==> src/hdl/assert_macros.svh <==
// Assertion macros shared by the histogram engine modules.
// Each macro expands to one labelled concurrent assertion, clocked on the
// rising edge and switched off while the asynchronous reset is asserted.
`ifndef ASSERT_MACROS_SVH
`define ASSERT_MACROS_SVH

// A property that must hold at every clock edge.
`define HBCE_ASSERT(lbl, clk, rstn, prop, msg) \
	lbl: assert property (@(posedge clk) disable iff (!rstn) (prop)) else $error(msg);

// A condition that must be followed by another in the next cycle.
`define HBCE_ASSERT_NEXT(lbl, clk, rstn, ante, cons, msg) \
	lbl: assert property (@(posedge clk) disable iff (!rstn) (ante) |=> (cons)) \
		else $error(msg);

`endif

==> src/hdl/hbce_pkg.sv <==
`default_nettype none

package hbce_pkg;

	// Field widths.
	localparam int CMD_W      = 2;
	localparam int PIX_W      = 8;
	localparam int WIDTH_W    = 13;
	localparam int HEIGHT_W   = 11;
	localparam int LEVEL_W    = 8;
	localparam int HGT_W      = 10;
	localparam int COL_W      = 12;
	localparam int TOP_W      = 11;
	localparam int OUT_CNT_W  = 32;
	localparam int COL_PROD_W = PIX_W + COL_W;

	// Configuration port.
	localparam int CFG_IDX_W  = 2;
	localparam int CFG_DATA_W = WIDTH_W;

	localparam logic [CFG_IDX_W-1:0] REG_CHART_WIDTH  = 2'd0;
	localparam logic [CFG_IDX_W-1:0] REG_CHART_HEIGHT = 2'd1;
	localparam logic [CFG_IDX_W-1:0] REG_TOP_LEVEL    = 2'd2;

	localparam logic [WIDTH_W-1:0]  CHART_WIDTH_RST  = 13'd512;
	localparam logic [HEIGHT_W-1:0] CHART_HEIGHT_RST = 11'd100;
	localparam logic [LEVEL_W-1:0]  TOP_LEVEL_RST    = 8'd255;

	// Working ranges of the registers.
	localparam int CHART_W_MIN = 2;
	localparam int CHART_W_MAX = 4096;
	localparam int CHART_H_MIN = 2;
	localparam int CHART_H_MAX = 1024;
	localparam int COL_MAX     = 4095;

	typedef enum logic [CMD_W-1:0] {
		CMD_COUNT = 2'd0,
		CMD_QUERY = 2'd1,
		CMD_CLEAR = 2'd2,
		CMD_NONE  = 2'd3
	} cmd_t;

	typedef enum logic [1:0] {
		ST_IDLE,
		ST_EXEC,
		ST_MUL,
		ST_DIV
	} state_t;

	// Commands from the controller to the datapath.
	typedef struct packed {
		logic accept;
		logic update;
		logic clear;
		logic load_prod;
		logic div_start;
		logic finish;
	} ctrl_cmd_t;

	// Status from the datapath to the controller.
	typedef struct packed {
		cmd_t op;
		logic div_busy;
	} ctrl_sts_t;

endpackage

`default_nettype wire

==> src/hdl/hbce_ctrl.sv <==
`default_nettype none

`include "assert_macros.svh"

// Sequencer: one item at a time, read, then either finish or go through
// multiply and divide for a query.
module hbce_ctrl (
	input  wire logic                clk,
	input  wire logic                arst_n,
	input  wire logic                start,
	input  wire hbce_pkg::ctrl_sts_t sts,
	output logic                     busy,
	output hbce_pkg::ctrl_cmd_t      cmd
);

	hbce_pkg::state_t state_q;
	hbce_pkg::state_t state_d;

	always_ff @(posedge clk or negedge arst_n) begin
		if (!arst_n) begin
			state_q <= hbce_pkg::ST_IDLE;
		end else begin
			state_q <= state_d;
		end
	end

	always_comb begin
		state_d = state_q;
		cmd     = '0;
		unique case (state_q)
			hbce_pkg::ST_IDLE: begin
				if (start) begin
					cmd.accept = 1'b1;
					state_d    = hbce_pkg::ST_EXEC;
				end
			end
			hbce_pkg::ST_EXEC: begin
				unique case (sts.op)
					hbce_pkg::CMD_COUNT: begin
						cmd.update = 1'b1;
						cmd.finish = 1'b1;
						state_d    = hbce_pkg::ST_IDLE;
					end
					hbce_pkg::CMD_CLEAR: begin
						cmd.clear  = 1'b1;
						cmd.finish = 1'b1;
						state_d    = hbce_pkg::ST_IDLE;
					end
					hbce_pkg::CMD_QUERY: begin
						cmd.load_prod = 1'b1;
						state_d       = hbce_pkg::ST_MUL;
					end
					hbce_pkg::CMD_NONE: begin
						cmd.finish = 1'b1;
						state_d    = hbce_pkg::ST_IDLE;
					end
				endcase
			end
			hbce_pkg::ST_MUL: begin
				cmd.div_start = 1'b1;
				state_d       = hbce_pkg::ST_DIV;
			end
			hbce_pkg::ST_DIV: begin
				if (!sts.div_busy) begin
					cmd.finish = 1'b1;
					state_d    = hbce_pkg::ST_IDLE;
				end
			end
		endcase
	end

	assign busy = state_q != hbce_pkg::ST_IDLE;

	`HBCE_ASSERT_NEXT(a_ctrl_accept_busy, clk, arst_n, cmd.accept, busy, "accepted word did not raise busy")
	`HBCE_ASSERT_NEXT(a_ctrl_finish_idle, clk, arst_n, cmd.finish, !busy, "controller not idle after finish")

endmodule

`default_nettype wire

==> config.mk <==
export PLATFORM = sky130hd
export DESIGN_NAME = hbce_ctrl
export DESIGN_NICKNAME = d
export VERILOG_FILES = /design/src/hdl/hbce_pkg.sv /design/src/hdl/hbce_ctrl.sv
export VERILOG_INCLUDE_DIRS = /design/src /design/src/hdl
export SDC_FILE = /design/constraint.sdc
export NUM_CORES = 1
export LEC_CHECK = 0
export ABC_AREA = 1
export BUFFER_PORTS_ARGS = -buffer_cell sky130_fd_sc_hd__buf_2
export CORE_AREA = 2 2 39 41
export DETAILED_ROUTE_END_ITERATION = 16
export DIE_AREA = 0 0 41 43
export SLEW_MARGIN = 20
export SYNTH_ARGS = -nofsm -noshare
export SYNTH_HDL_FRONTEND = slang
export SYNTH_SLANG_ARGS = --single-unit
==> constraint.sdc <==
create_clock -name clk -period 1.8 [get_ports clk]
set_input_delay 0.18 -clock clk [delete_from_list [all_inputs] [get_ports clk]]
set_output_delay 0.18 -clock clk [all_outputs]
set_load 0.02 [all_outputs]
=== Word level (Yosys, flattened, before mapping) ===
Index checks and enable logic that the tools add are counted.

* Multiplexer cells: 14
* Reductions and logical operators: 5
* Equality and inequality tests: 8

{| class="wikitable"
|+ Operators by type and width
! kind !! count
|-
| 2-bit == test (second input constant) || 4
|-
| 1-bit two-way mux || 8
|-
| 2-bit one-hot mux with 4 select lines || 1
|-
| 2-bit by 1-bit == test with 1-bit output (second input constant) || 2
|-
| 2-bit logical NOT || 2
|-
| 2-bit two-way mux || 2
|-
| 2-bit != test (second input constant) || 2
|-
| 2-bit one-hot mux with 2 select lines || 1
|-
| 3-bit two-way mux || 1
|-
| 3-bit OR reduction || 1
|-
| 1-bit one-hot mux with 2 select lines || 1
|-
| 2-bit AND reduction || 1
|-
| 2-bit nonzero test || 1
|}

* Flip-flop bits (word level): 2

=== Longest topological paths before layout ===
* Depth in word-level cells: 4
* Gate-level depth with buffers: 4

=== Worst setup path before layout ===
Ideal clock, no wire load.

* Path kind: reg-to-output
* Start: register with a tool-made name
* End: output port cmd[3] (netlist name)
* Path slack: 0.599 ns
* Arrival: 1.021 ns
* Stages on the path, launching flop included: 4
* Cells stage by stage: dfrtp_1 -> inv_1 -> nand2_1 -> nor3_1

{| class="wikitable"
|+ RTL lines
! element !! RTL line !! source
|-
| to (decl) || hbce_ctrl.sv:13 || <nowiki>output hbce_pkg::ctrl_cmd_t cmd</nowiki>
|}

==> results.toml <==
[outcome]
outcome = "completed"

[finish]
count_of_inserted_antenna_diode_cells = 0
filler_cell_count = 163
final_cell_area_sq_um = 264.0
mostFrequentLayoutCells = "buf_2 (12), nand2_1 (8), inv_1 (5)"
finish.cell_count_without_fillers = 58
final_common_cell = "buf_2"
flow.area_growth_from_synthesis_pct = 74.38
nets = 50
share_of_layout_cells_above_drive_strength_1_pct = 40.48
area_used_by_multi_input_combinational_logic_sq_um = 78.83
sequential_cell_area_sq_um = 50.05

[place]
dp_hpwl_um = 307.8
gp_congestion = 0.6547
port_buffers = 12
dp_cells = 54
postPlaceCellArea_sq_um = 231.5

[power]
sequentialPowerShare_pct = 23.1
power_frac_comb_pct = 52.6
share_clk_of_total_power_pct = 24.3
design_internal_power_w = 0.0002131
power.ir.vdd_worst_v = 0.0004139
p_total_w = 0.0004135
leakagePower_nw = 0.1687
power.share.switching_pct = 48.47
power_density_nw_per_um2 = 1566
p_sw_w = 0.0002004

[setup_path]
cp.required_ns = 1.62
type_of_element_launching_the_critical_path = "flip-flop"
reg2regPathDepth = 4
critical_path.max_fanout = 6
reg2reg_slack_ns = 0.98
crit-reg2reg-launch = "state_q[0]"
worst_endpoint_data_arrival_time_ns = 1.14
setup.worst_path.end_class = "primary output"
worst-setup-path-type = "reg -> out"

[cts]
cts.repair_timing.setup_buffer_count = 0
clkLatencyLatePin_ns = 0.22
cts_inserted_buffers = 3
path_clk_slew_ns = 0.03
cts-root-buf = "clkbuf_4"
h_tree_depth = 1
cts.sinks = 2
cts_tree = "done"
cts_max_path_buffers = 2

[hold_path]
hold_path_class = "in -> reg"
hold-path-cell-count = 3
timing.hold.worst.start = "sts[0]"
min_delay_worst_endpoint = "state_q[0]"

[timing]
grt_setup_unrepaired = "false"
setup_viol_count_final = 0
worst-slew-pin-transition_ns = 0.1745
tns_ns = 0
normalized_max_slew_margin_pct = 88.37
final_clock_period_utilization_by_the_worst_path_pct = 73.42
fmaxAchievable_mhz = 756.7
fin_worst_skew_ns = 0.003119
timing.final.max_slew_violations = 0
timing.final.hold_violations = 0
timing.final.crit_period_ns = 1.322

[logic_synthesis]
yosysTopAreaCellShare_pct = 33.06
mappedNetlistArea_sq_um = 151.4
syn_area_per_cell_sq_um = 5.823
netlist.top_cell.by_area = "dfrtp_1"
synth-seq-area-share_pct = 33.06
yosys_warnings = 0
synth_cells = 26
synth_cell_type_count = 10
postSynthRegisterBits = 2
synth_fp_nets = 32
synth.top_cells.by_area = "dfrtp_1 (33%), nand2_1 (20%), inv_1 (12%)"

[drt]
detailroute.via_count = 200
iteration_count_of_the_initial_detailed_routing_pass = 2
wl_per_cell_um = 6.759
vias_per_cell = 3.448
routed_wire_length_um = 392
antenna_left = 0
drt-initial-drc-count = 2
detail_route.drc_violations = 0

[global_routing]
grt_overflow = 0
grt_usage_pct = 5.126
largest_net_degree_at_the_start_of_global_routing = 7
antenna_found_initial = 0
first_global_vias = 149
grt_pass1_wl_um = 503

[floorplan]
die_x_um = 41
io_pins = 13
rows = 14
core_box_area_sq_um = 1384
dieHeight_um = 43
die_area_sq_um = 1763
starting_density_of_the_core_pct = 10.94

[flow_run]
drv.max_cap_violation_count = 0
-- synth_stat cells --
| master | number |
|---|---|
| nor2_1 | 4 |
| a21oi_1 | 1 |
| inv_2 | 1 |
| dfrtp_1 | 2 |
| o21ai_0 | 1 |
| nor2_2 | 1 |
| nand3b_1 | 1 |
| inv_1 | 5 |
| nor3_1 | 2 |
| nand2_1 | 8 |
-- cells by family after synthesis --
logic type	count (synthesis)	synth area share [%]
and+or+nand+nor	16	45.46
DFF	2	33.06
buffers and inverters	6	14.87
AOI/OAI and AO/OA	2	6.605
-- worst max path at each step --
stage | endpoint | slack (ns) | start
floorplan | cmd[3] | 0.60 | flip-flop
global placement | cmd[3] | 0.74 | flip-flop
detailed placement | cmd[3] | 0.72 | flip-flop
CTS | cmd[3] | 0.47 | flip-flop
global route | cmd[3] | 0.37 | flip-flop
finish | cmd[3] | 0.48 | flip-flop
-- worst max-delay path: stages (launching register included) --
cell     delay, ns
dfrtp_1       0.42
inv_1         0.11
nand2_1       0.07
nor3_1        0.13
buf_2         0.19
-- area by class of cell --
cell class	count	share of cell area, %
Multi-Input combinational cell	18	29.86
Timing Repair Buffer	13	26.54
Sequential cell	2	18.96
Clock buffer	3	8.531
Inverter	6	8.531
Tap cell	16	7.583
-- power groups by stage --
stage,Sequential (W),Clock (W),Combinational [W]
finish,0.0000956,0.000100,0.000218
global route,0.0000969,0.000114,0.000242
CTS,0.0000952,0.000108,0.000222
detailed placement,0.0000955,0,0.000220
global placement,0.0000938,0,0.000218
floorplan,0.0000907,0,0.000151
-- what timing repair did --
action | CTS | global route
resized for setup | 0 | 0
endpoints found under the hold margin | 2 | 0
hold buffers | 1 | 0
-- layer usage --
layer / track usage, % / share of wire, % / vias up
met3: 3.141 / 9.4 / 0
met5: 0 / 0 / -
met2: 5.625 / 42 / 9
met1: 4.839 / 49 / 81
li1: - / - / 110
met4: 8.000 / 0 / 0
-- metrics by stage --
| stage | setup WS (ns) | utilization [%] | hold WS (ns) |
|---|---|---|---|
| after global placement | 0.7436 | 16.73 | -0.03168 |
| after CTS | 0.4688 | 19.08 | 0.2184 |
| after global routing | 0.3656 | 19.08 | 0.2228 |
| after detailed placement | 0.7157 | 16.73 | -0.03360 |
| after floorplan | 0.5994 | - | -0.1156 |
| final | 0.4785 | 19.08 | 0.2358 |
(Power assumes the default switching activity.)
